## src/hdl/dhca_pkg.sv

```systemverilog
// Package for the detector hit channel aggregator.
// Field widths, result status codes, register indexes, reset values,
// controller state type and the command/status structs. No dependencies.
package dhca_pkg;

  localparam int unsigned MODULE_ID_W = 15;
  localparam int unsigned TIME_W      = 32;
  localparam int unsigned RES_W       = 16;
  localparam int unsigned STATUS_W    = 3;
  localparam int unsigned SLOT_OUT_W  = 10;
  localparam int unsigned COUNT_W     = 16;
  localparam int unsigned USED_OUT_W  = 11;
  localparam int unsigned CFG_IDX_W   = 1;
  localparam int unsigned CFG_DATA_W  = 32;

  localparam logic [TIME_W-1:0] WINDOW_RESET = 32'd160000;
  localparam logic [RES_W-1:0]  RES_RESET    = 16'd160;

  localparam logic ACTION_START = 1'b0;

  typedef enum logic [CFG_IDX_W-1:0] {
    CFG_WINDOW_LIMIT    = 1'b0,
    CFG_TIME_RESOLUTION = 1'b1
  } cfg_reg_e;

  typedef enum logic [STATUS_W-1:0] {
    ST_STARTED  = 3'd0,
    ST_NOT_KEPT = 3'd1,
    ST_OUTSIDE  = 3'd2,
    ST_NEW      = 3'd3,
    ST_UPDATED  = 3'd4,
    ST_FULL     = 3'd5
  } result_status_e;

  typedef enum logic [5:0] {
    S_IDLE   = 6'b000001,
    S_CHECK  = 6'b000010,
    S_FOLD   = 6'b000100,
    S_MAPRD  = 6'b001000,
    S_SLOTRD = 6'b010000,
    S_UPD    = 6'b100000
  } ctrl_state_e;

  typedef struct packed {
    logic in_load;
    logic mul_en;
    logic mod_en;
    logic map_rd_en;
    logic slot_rd_en;
    logic commit_early;
    logic commit_hit;
  } dhca_cmd_t;

  typedef struct packed {
    logic early;
    logic out_free;
  } dhca_status_t;

endpackage

```

## src/hdl/dhca_ctrl.sv

```systemverilog
// Controller state machine of the detector hit channel aggregator.
// Sequences accept, check, fold, map read, slot read and commit. Uses dhca_pkg.
module dhca_ctrl
  import dhca_pkg::*;
(
  input  logic         clk_i,
  input  logic         rst_ni,
  input  logic         in_valid_i,
  output logic         in_ready_o,
  input  dhca_status_t sts_i,
  output dhca_cmd_t    cmd_o
);

  ctrl_state_e state_q, state_d;

  always_ff @(posedge clk_i or negedge rst_ni) begin
    if (!rst_ni) begin
      state_q <= S_IDLE;
    end else begin
      state_q <= state_d;
    end
  end

  always_comb begin
    state_d    = state_q;
    cmd_o      = '0;
    in_ready_o = 1'b0;
    case (state_q)
      S_IDLE: begin
        in_ready_o = 1'b1;
        if (in_valid_i) begin
          cmd_o.in_load = 1'b1;
          state_d       = S_CHECK;
        end
      end
      S_CHECK: begin
        cmd_o.mul_en = 1'b1;
        if (sts_i.early) begin
          if (sts_i.out_free) begin
            cmd_o.commit_early = 1'b1;
            state_d            = S_IDLE;
          end
        end else begin
          state_d = S_FOLD;
        end
      end
      S_FOLD: begin
        cmd_o.mod_en = 1'b1;
        state_d      = S_MAPRD;
      end
      S_MAPRD: begin
        cmd_o.map_rd_en = 1'b1;
        state_d         = S_SLOTRD;
      end
      S_SLOTRD: begin
        cmd_o.slot_rd_en = 1'b1;
        state_d          = S_UPD;
      end
      S_UPD: begin
        if (sts_i.out_free) begin
          cmd_o.commit_hit = 1'b1;
          state_d          = S_IDLE;
        end
      end
      default: begin
        state_d = S_IDLE;
      end
    endcase
  end

endmodule

```

## config.mk

```make
export PLATFORM = sky130hd
export DESIGN_NAME = dhca_ctrl
export DESIGN_NICKNAME = d
export VERILOG_FILES = /design/src/hdl/dhca_pkg.sv /design/src/hdl/dhca_ctrl.sv
export SDC_FILE = /design/constraint.sdc
export NUM_CORES = 1
export LEC_CHECK = 0
export ABC_AREA = 1
export BUFFER_PORTS_ARGS = -buffer_cell sky130_fd_sc_hd__buf_2
export CAP_MARGIN = 25
export CELL_PAD_IN_SITES_DETAIL_PLACEMENT = 1
export CELL_PAD_IN_SITES_GLOBAL_PLACEMENT = 1
export CORE_MARGIN = 2
export CORE_UTILIZATION = 31
export CTS_BUF_LIST = sky130_fd_sc_hd__clkbuf_16
export DETAILED_ROUTE_END_ITERATION = 8
export PLACE_DENSITY = 0.81
export SYNTH_ARGS = -nofsm -noshare
export SYNTH_HDL_FRONTEND = slang
export SYNTH_SLANG_ARGS = --single-unit
```

## constraint.sdc

```tcl
create_clock -name clk_i -period 1.5 [get_ports clk_i]
set_clock_uncertainty 0.1 [all_clocks]
set_input_delay 0.075 -clock clk_i [delete_from_list [all_inputs] [get_ports clk_i]]
set_output_delay 0.075 -clock clk_i [all_outputs]
set_load 0.1 [all_outputs]
```

==> flow_summary.json, run 1 <==
{
  "status": "finished, violations left",
  "p_comb_frac": 0.656,
  "setup_viol": 9,
  "numCtsBuffers": 3,
  "ys_top_cells_by_area": "dfrtp_1 30%, nor2_1 11%, inv_1 8.2%",
  "drt_iter0_drc": 35,
  "grt_pass1_vias": 628,
  "diodes": 0,
  "endpoint": "cmd_o[6]",
  "startpoint_type": "flip-flop",
  "power-per-cell-area_nw_per_um2": 2167,
  "top_regs": "state_q x6",
  "synthSimpleGateAreaFrac": 0.4303,
  "synth-adder-area-share": 0,
  "syn_area_um2": 412.9,
  "leakage_nw": 0.4483,
  "switching_power_uw": 969.1,
  "synth_edf_count": 0,
  "ys.flop_type": "dfrtp_1",
  "antenna_found_initial": 0,
  "crit_path_end_kind": "output port",
  "path_class": "reg -> out",
  "grt.busiest_layer": "met2",
  "power_mw": 2.039,
  "p_clk_frac": 0.221,
  "vias": 615,
  "r2r_end": "state_q[1]",
  "die_x_um": 40.50,
  "yosysMostFrequentCell": "nor2_1",
  "dpl_cell_area_um2": 671.9,
  "ys_warn_count": 0,
  "gp_congestion": 0.8060,
  "period_share": 1.121,
  "slew_headroom": 0.8056,
  "cts.sinks": 6,
  "synth_top_area_share": 0.3030,
  "synth_cell_types": 16,
  "ctsHtreeMaxLevel": 1,
  "io_pins": 13,
  "grt_max_degree": 7,
  "core_um2": 1269,
  "muxShareOfSynthArea": 0,
  "final_cell_area_um2": 940.9,
  "routed_via_density": 5.442,
  "overflow": 0,
  "syn-num-nets": 67,
  "r2r-start": "state_q[0]",
  "synth_top_family_by_area": "simple AND/OR/NAND/NOR gates",
  "critPathLaunch": "state_q[0]",
  "fp.dieH_um": 40.50,
  "ys_ff_latch": 6,
  "reg2reg_setup_slack_ns": -0.08,
  "peakVddDrop_mv": 1.422,
  "synth_xor_area_frac": 0,
  "pre_cts_slack_ns": 0.09026,
  "grt_util_met3": 0.09444,
  "worstRegToRegCells": 7,
  "row_count": 13,
  "layout-drive-gt1-share": 0.6531,
  "fmax_mhz": 594.9,
  "cts_tree": "done",
  "hold_viol_final": 0,
  "synth_area_leader_cell": "dfrtp_1",
  "grt_use_total": 0.3185,
  "dp_hpwl_um": 960.5,
  "syn-instance-count": 62,
  "rsz0062_at_grt": "yes",
  "syn_area_per_cell_um2": 6.660,
  "detail-route-antenna-nets": 0,
  "clock_latency_ns": 0.23,
  "power_frac_seq": 0.123,
  "root_buffer": "clkbuf_16",
  "worst_pin_slew_ns": 0.2905,
  "start_util": 0.3254,
  "synth_async_sr_flop_share": 1.000,
  "ys_seq_area_frac": 0.3667,
  "regMostFlops": "state_q",
  "cap_viol_max_count": 0,
  "hold_class": "in -> async",
  "grt_pass1_wl_mm": 3.167,
  "dieArea_um2": 1640,
  "largest_reg_flops": 6,
  "remaining_drc_errors": 0,
  "synth_common_cells": "12 x nor2_1, 9 x inv_1, 8 x nand2_1",
  "final.min_clock_period_ns": 1.681,
  "nets": 104,
  "met2_usage": 0.5754,
  "portBuffers": 12,
  "worstPathRequired_ns": 1.32,
  "finalWirelength_mm": 2.681,
  "crit_fanout": 2,
  "synth-compound-area-share": 0.06667,
  "grt_use_met1": 0.3533,
  "arrival_ns": 1.51,
  "p_int_mw": 1.070,
  "wl_per_cell_um": 23.73,
  "drtPass1Iterations": 4,
  "final_max_slew_viol_count": 0,
  "finalWorstSetupSlack_ns": -0.1811,
  "clk_path_buf_depth": 2,
  "swShare": 0.4752,
  "clkTransAtPathRegs_ns": 0.04,
  "area_growth_pct": 127.9,
  "violations": "negative setup slack"
}
[metrics by stage]
step,utilization,hold WS [ns],instances,TNS [ns]
3_5_place_dp,0.5296,-0.1892,92,0
4_1_cts,0.6834,0.05849,108,-0.3559
3_3_place_gp,0.5296,-0.1907,92,0
5_1_grt,0.7416,0.1473,113,-1.309
6_report,0.7416,0.1311,113,-1.039
2_1_floorplan,-,-0.3206,62,-1.214
[final cells by class]
class                           count  area [um^2]
Timing Repair Buffer               32        342.8
Fill cell                         128        327.8
Multi-Input combinational cell     41        282.8
Sequential cell                     6        153.9
Clock buffer                        3        75.07
Inverter                           15        63.81
Tap cell                           15        18.77
Clock inverter                      1        3.754
[per-layer routing]
metal  vias to the layer above  wire length [um]
met4                         0               107
met3                        10               238
met1                       291              1018
met2                        51              1317
met5                         -                 0
li1                        263                 -
[how the worst min path moves through the flow]
stage | slack (ns) | from | endpoint | depth (start not counted)
3_5_place_dp | -0.19 | rst_ni | state_q[1] | 1
6_report | 0.13 | rst_ni | state_q[4] | 2
3_3_place_gp | -0.19 | rst_ni | state_q[5] | 1
4_1_cts | 0.06 | in_valid_i | state_q[0] | 4
5_1_grt | 0.15 | rst_ni | state_q[5] | 2
2_1_floorplan | -0.32 | rst_ni | state_q[1] | 0
[placed cells by master (no fill, tap or decap), drive strengths merged]
master and count:
clkbuf 3, nand2 10, o21ai 4, dfstp 1
buf 30, nand4 3, inv 14, nor3 4
or2 1, nor2 16, clkinvlp 2, dfrtp 5
a21boi 1, nand3 2, dlygate4sd3 2
[logic make-up after synthesis]
family          count (synthesis)
flops                           6
simple gates                   36
buf+inv                        15
compound gates                  5
[repair_timing]
item	in CTS	in global routing
gates resized for setup	10	10
setup endpoints to repair	7	8
buffers inserted	10	5
hold buffers	2	0
pin swaps	6	6
hold endpoints to repair	7	0
[power groups by stage]
| stage | combinational, mW | sequential (mW) | clock [mW] |
|---|---|---|---|
| final | 1.34 | 0.252 | 0.451 |
| after CTS | 1.13 | 0.236 | 0.452 |
| after detailed placement | 0.887 | 0.251 | 0 |
| after global routing | 1.37 | 0.251 | 0.468 |
| after global placement | 0.873 | 0.249 | 0 |
| after floorplan | 0.613 | 0.248 | 0 |
[worst max-delay path, stage by stage (launching register included)]
cell and delay (ns):
dfstp_2 0.55, inv_2 0.07, nor2_4 0.12, nand2_2 0.08, nor2_4 0.11, inv_2 0.07, nor2_4 0.10, buf_12 0.18
No activity file was read; power rests on OpenSTA's default activity.
==> inputs of run 2 (changes only) <==
--- a/config.mk
+++ b/config.mk
@@ -16,2 +16,3 @@
 export DETAILED_ROUTE_END_ITERATION = 8
+export GPL_ROUTABILITY_DRIVEN = 0
 export PLACE_DENSITY = 0.81
--- a/constraint.sdc
+++ b/constraint.sdc
@@ -4,2 +4,2 @@
 set_output_delay 0.075 -clock clk_i [all_outputs]
-set_load 0.1 [all_outputs]
+set_load 0.01 [all_outputs]
==> run 2 against run 1 <==
  * The flow still finishes with violations (negative setup slack)
  * Final area down 31%
  * Clock power down 0.9%
  * Routed wire length down 51%
  * First-iteration DRC count down 80%
  * Non-clock buffer count down 14
  * Count of clock-buffer cells in the layout unchanged
  * Sequential power down 3%
  * Sequential cell count unchanged
  * Critical path depth unchanged
  * Register-to-register slack better by 0.21 ns
  * Hold slack worse by 0.11 ns
  * Global-route usage down 12 points
  * Critical endpoint unchanged
  * Largest cell class is now multi-input gates
==> flow_summary.json, run 2 (synthesis gave the netlist of run 1 again) <==
{
  "final.min_clock_period_ns": 1.502,
  "final_common_cell": "buf_2",
  "row_count": 13,
  "status": "finished, violations left",
  "fmax_mhz": 665.9,
  "portBuffers": 12,
  "die_x_um": 40.50,
  "worst_pin_slew_ns": 0.2291,
  "routed_via_density": 4.758,
  "nets": 90,
  "dp_hpwl_um": 846.3,
  "peakVddDrop_mv": 0.7277,
  "leakage_nw": 0.3693,
  "clock_latency_ns": 0.23,
  "core_um2": 1269,
  "detail-route-antenna-nets": 0,
  "grt_use_total": 0.2007,
  "hold_viol_final": 0,
  "regMostFlops": "state_q",
  "r2r-start": "state_q[0]",
  "grt_pass1_vias": 474,
  "startpoint_type": "flip-flop",
  "worstPathRequired_ns": 1.32,
  "slew_headroom": 0.8456,
  "dieArea_um2": 1640,
  "drt_iter0_drc": 7,
  "critPathLaunch": "state_q[0]",
  "wl_per_cell_um": 13.32,
  "worstPathCellList": "inv_2 > nor2_4 > nand2_2 > nor2_4 > inv_2 > nor2_1 > buf_2",
  "final_core_util": 0.5128,
  "cts_tree": "done",
  "ctsHtreeMaxLevel": 1,
  "largest_reg_flops": 6,
  "violations": "negative setup slack",
  "arrival_ns": 1.33,
  "setup_viol": 1,
  "crit_fanout": 2,
  "power-per-cell-area_nw_per_um2": 1890,
  "drtPass1Iterations": 4,
  "cp_slowest_cell": "dfstp_2",
  "vias": 471,
  "seq_area_um2": 153.9,
  "remaining_drc_errors": 0,
  "numCtsBuffers": 3,
  "cp_slowest_stage_delay_ns": 0.54,
  "area_growth_pct": 57.58,
  "cap_viol_max_count": 0,
  "crit_path_end_kind": "output port",
  "clkTransAtPathRegs_ns": 0.04,
  "multi_input_area_um2": 232.7,
  "root_buffer": "clkbuf_16",
  "io_pins": 13,
  "fp.dieH_um": 40.50,
  "finalWirelength_mm": 1.319,
  "path_class": "reg -> out",
  "diodes": 0,
  "clk_path_buf_depth": 2,
  "finalWorstSetupSlack_ns": -0.001764,
  "hold_start": "in_valid_i",
  "layout-drive-gt1-share": 0.5119,
  "cts.sinks": 6,
  "start_util": 0.3254,
  "final_max_slew_viol_count": 0,
  "layout_common_cells": "12 x buf_2, 9 x nor2_1, 8 x inv_2, 8 x inv_1, 6 x nand2_1",
  "grt_pass1_wl_mm": 2.070,
  "hold_class": "in -> reg",
  "fill_cells": 168,
  "rsz0062_at_grt": "yes",
  "grt_max_degree": 7,
  "top_regs": "state_q x6",
  "overflow": 0,
  "setup_tns_ns": -0.001764,
  "period_share": 1.001,
  "antenna_found_initial": 0
}
[run 2: cell types whose count changed in the layout (fill, tap and decap cells not counted), sizes merged]
cell	previous run	this run
buf	30	16
clkinvlp	2	0
inv	14	16
[run 2: path summary, 6_finish.rpt]
kind,end,slack [ns],cells past startpoint
setup / recovery,cmd_o[6],-0.002,7
hold / removal,state_q[0],0.02,4
setup reg to reg,state_q[1],0.13,7
hold reg to reg,state_q[3],0.40,1
max in group asynchronous,state_q[0],0.96,2
min in group asynchronous,state_q[1],0.12,2
[run 2: worst max-delay path, delay by kind of cell, from the launching register on]
family | cells | cell delay (ns)
flip-flops | 1 | 0.54
buffers and inverters | 3 | 0.23
AND/OR/NAND/NOR | 4 | 0.33
[run 2: cell type report]
class                      instances  area share
multi-input combinational         41      0.3577
sequential                         6      0.2365
timing repair buffer              18      0.1692
clock buffer                       3      0.1154
inverter                          15     0.08654
tap                               15     0.02885
clock inverter                     1    0.005769
[run 2: metrics by stage]
stage	instance area [um^2]	hold slack, ns	setup slack (ns)	power [mW]	cells
floorplan	412.9	-0.3206	0.2392	0.5251	62
global placement	491.7	-0.1916	0.2561	0.6188	89
detailed placement	491.7	-0.1925	0.2250	0.6257	89
CTS	613.1	0.02626	-0.01601	1.127	96
global route	650.6	0.05903	-0.1232	1.311	99
finish	650.6	0.02027	-0.001764	1.230	99
[run 2: timing repair]
| item | in CTS | in global routing |
|---|---|---|
| pin swaps | 0 | 1 |
| hold endpoints to repair | 7 | 0 |
| resized for setup | 4 | 8 |
| setup endpoints to repair | 5 | 7 |
| buffers inserted | 1 | 3 |
| hold buffers | 2 | 0 |
[run 2: power by group]
part	internal [mW]	switching (mW)	leakage [nW]
clock network	0.347	0.100	0.0423
registers	0.208	0.0358	0.0754
logic	0.226	0.313	0.252
[run 2: per-layer routing]
metal  vias to the layer above  GRT usage  wire, um
met1                       218     0.2259       590
met5                         -          0         0
met4                         0     0.1250        25
li1                        236          -         -
met2                        13     0.3413       649
met3                         4    0.03889        53
==> inputs of run 3 (changes only) <==
- ABC_AREA: 1 -> not set
- CORE_AREA: not set -> 2 2 39 41
- CORE_MARGIN: 2 -> not set
- CORE_UTILIZATION: 31 -> not set
- DIE_AREA: not set -> 0 0 41 43
- PLACE_DENSITY: 0.81 -> 0.75
==> run 3 against run 2 <==
  * The flow still finishes with violations (negative setup slack)
  * Fmax fell by 26%
  * First-iteration DRC count fell by 71%
  * Synthesized cell count fell by 35%
  * Die area rose by 7.5%
  * Critical path depth fell by 2
  * Count of clock-buffer cells in the layout did not move
  * Largest cell class unchanged
  * Largest power group unchanged
==> flow_summary.json, run 3 <==
{
  "status": "finished, violations left",
  "violations": "negative setup slack",
  "seq_area_um2": 151.4,
  "fmax_mhz": 495.5,
  "worstPathRequired_ns": 1.32,
  "layout_common_cells": "21 x buf_4, 8 x buf_2, 5 x dfrtp_1",
  "period_share": 1.345,
  "final.min_clock_period_ns": 2.018,
  "remaining_drc_errors": 0,
  "p_int_uw": 967.6,
  "cp_slowest_cell": "or4_4",
  "synth_edf_count": 0,
  "crit_fanout": 2,
  "finalWorstSetupSlack_ns": -0.5181,
  "syn_area_per_cell_um2": 10.13,
  "r2r-start": "state_q[4]",
  "setup_viol": 12,
  "cp_top_family": "simple AND/OR/NAND/NOR gates",
  "overflow": 0,
  "synth_top_area_share": 0.3086,
  "path_class": "reg -> out",
  "routed_via_density": 5.143,
  "ys_top_cells_by_area": "dfrtp_1 31%, dfstp_2 6.5%, and4bb_2 6.2%",
  "row_count": 14,
  "clock_latency_ns": 0.23,
  "switching_power_uw": 411.4,
  "grt_use_total": 0.2036,
  "grt_max_degree": 10,
  "arrival_ns": 1.84,
  "power-per-cell-area_nw_per_um2": 1769,
  "io_pins": 13,
  "syn_area_um2": 405.4,
  "slew_headroom": 0.7644,
  "diodes": 0,
  "synth_common_cells": "5 x dfrtp_1, 3 x nand2_1, 3 x nor3_1",
  "cap_viol_max_count": 0,
  "r2r_end": "state_q[1]",
  "area_growth_pct": 92.28,
  "ctsHtreeMaxLevel": 1,
  "endpoint": "cmd_o[6]",
  "final_max_slew_viol_count": 0,
  "die_x_um": 41,
  "rsz0062_at_grt": "yes",
  "core_um2": 1384,
  "grt_pass1_wl_mm": 2.311,
  "crit_path_end_kind": "output port",
  "hold_depth": 3,
  "power_frac_seq": 0.172,
  "clk_path_buf_depth": 2,
  "dieArea_um2": 1763,
  "portBuffers": 12,
  "cts_tree": "done",
  "antenna_found_initial": 0,
  "final_common_cell": "buf_4",
  "numCtsBuffers": 3,
  "start_util": 0.2929,
  "ys_ff_latch": 6,
  "leakage_nw": 0.3916,
  "reg2reg_setup_slack_ns": -0.37,
  "cts.sinks": 6,
  "path_buf_inv": 2,
  "detail-route-antenna-nets": 0,
  "p_clk_frac": 0.325,
  "syn-instance-count": 40,
  "pre_cts_slack_ns": -0.3349,
  "startpoint_type": "flip-flop",
  "yosysMostFrequentCell": "dfrtp_1",
  "root_buffer": "clkbuf_16",
  "largest_reg_flops": 6,
  "fp.dieH_um": 43,
  "p_comb_frac": 0.503,
  "swShare": 0.2983,
  "synth_cell_types": 29,
  "hold_viol_final": 0,
  "layout-drive-gt1-share": 0.7067,
  "synth_area_leader_cell": "dfrtp_1",
  "worstPathCellList": "or4_4 > or3b_4 > inv_2 > and2_4 > buf_6",
  "cp_slowest_stage_delay_ns": 0.54,
  "dp_hpwl_um": 924.7,
  "hold_class": "in -> reg",
  "holdWs_ns": 0.06306,
  "drtPass1Iterations": 2,
  "synth_async_sr_flop_share": 1.000,
  "path_depth": 5,
  "multi_input_area_um2": 270.3,
  "nets": 81,
  "ys_seq_area_frac": 0.3735,
  "finalWirelength_mm": 1.545,
  "vias": 468,
  "wl_per_cell_um": 16.98,
  "regMostFlops": "state_q",
  "drt_iter0_drc": 2,
  "grt_pass1_vias": 507,
  "clkTransAtPathRegs_ns": 0.04,
  "critPathLaunch": "state_q[4]",
  "ys_warn_count": 0,
  "ys.flop_type": "dfrtp_1",
  "fill_cells": 148,
  "worst_pin_slew_ns": 0.3485,
  "top_regs": "state_q x6",
  "syn-num-nets": 45,
  "worstRegToRegCells": 6,
  "peakVddDrop_mv": 0.9983
}
-- run 3: cell count changes after synthesis, moves of 3 or more --
cell / before / now
nand2_1: 8 / 3
nor2_1: 12 / 2
inv_1: 9 / 1
inv_2: 6 / 1
nand4_1: 3 / 0
-- run 3: worst min-delay path by stage --
stage | end | from | slack (ns)
after global placement | state_q[4] | rst_ni | -0.20
after floorplan | state_q[1] | rst_ni | -0.32
after global routing | state_q[0] | in_valid_i | 0.07
final | state_q[0] | in_valid_i | 0.06
after detailed placement | state_q[4] | rst_ni | -0.19
after CTS | state_q[0] | in_valid_i | 0.06
-- run 3: power groups by stage --
stage / Combinational (mW) / Sequential [mW] / Clock, mW
CTS: 0.669 / 0.234 / 0.446
detailed placement: 0.496 / 0.236 / 0
global route: 0.751 / 0.240 / 0.463
floorplan: 0.300 / 0.218 / 0
global placement: 0.482 / 0.237 / 0
finish: 0.693 / 0.237 / 0.449
-- run 3: worst min-delay path: stages --
cell,delay [ns]
buf_2,0.09
o32a_2,0.15
o31ai_2,0.06
-- run 3: kinds of logic after synthesis --
kind of cell | count (synthesis) | share of synthesized area
AND/OR/NAND/NOR | 21 | 0.3704
flip-flops | 6 | 0.3735
AO/OA/AOI/OAI | 5 | 0.1142
buffers and inverters | 5 | 0.06786
multiplexers | 2 | 0.05247
XOR/XNOR | 1 | 0.02161
-- run 3: final cells by class --
class                           instances  area share
Clock buffer                            3     0.09631
Clock inverter                          1    0.004815
Inverter                                2    0.009631
Multi-Input combinational cell         29      0.3467
Sequential cell                         6      0.1942
Tap cell                               16     0.02568
Timing Repair Buffer                   34      0.3226
-- run 3: routing by layer --
metal  share of wire  routed length (um)  global-route usage  vias up
met3           0.021                  33             0.06283        0
met4               0                   0             0.05333        0
met2            0.60                 924              0.3719        9
met5               0                   0                   0        -
met1            0.38                 587              0.2052      236
li1                -                   -                   -      223
-- run 3: per-stage QoR --
stage / utilization / TNS (ns) / power, mW / area (um^2) / cells
6_report: 0.5633 / -3.522 / 1.379 / 779.5 / 91
4_1_cts: 0.5443 / -3.139 / 1.348 / 753.2 / 89
3_5_place_dp: 0.4069 / -1.886 / 0.7323 / 563.0 / 77
5_1_grt: 0.5633 / -4.235 / 1.454 / 779.5 / 91
2_1_floorplan: - / -1.373 / 0.5178 / 412.9 / 40
3_3_place_gp: 0.4069 / -1.499 / 0.7183 / 563.0 / 77
-- run 3: repair_timing --
item                                   in CTS  in global routing
buffers inserted                            6                  2
gates resized for setup                    10                  3
hold buffers                                2                  0
endpoints found under the hold margin       7                  0
pin swaps                                   5                  0
gates cloned                                0                  0
setup endpoints to repair                  11                 12
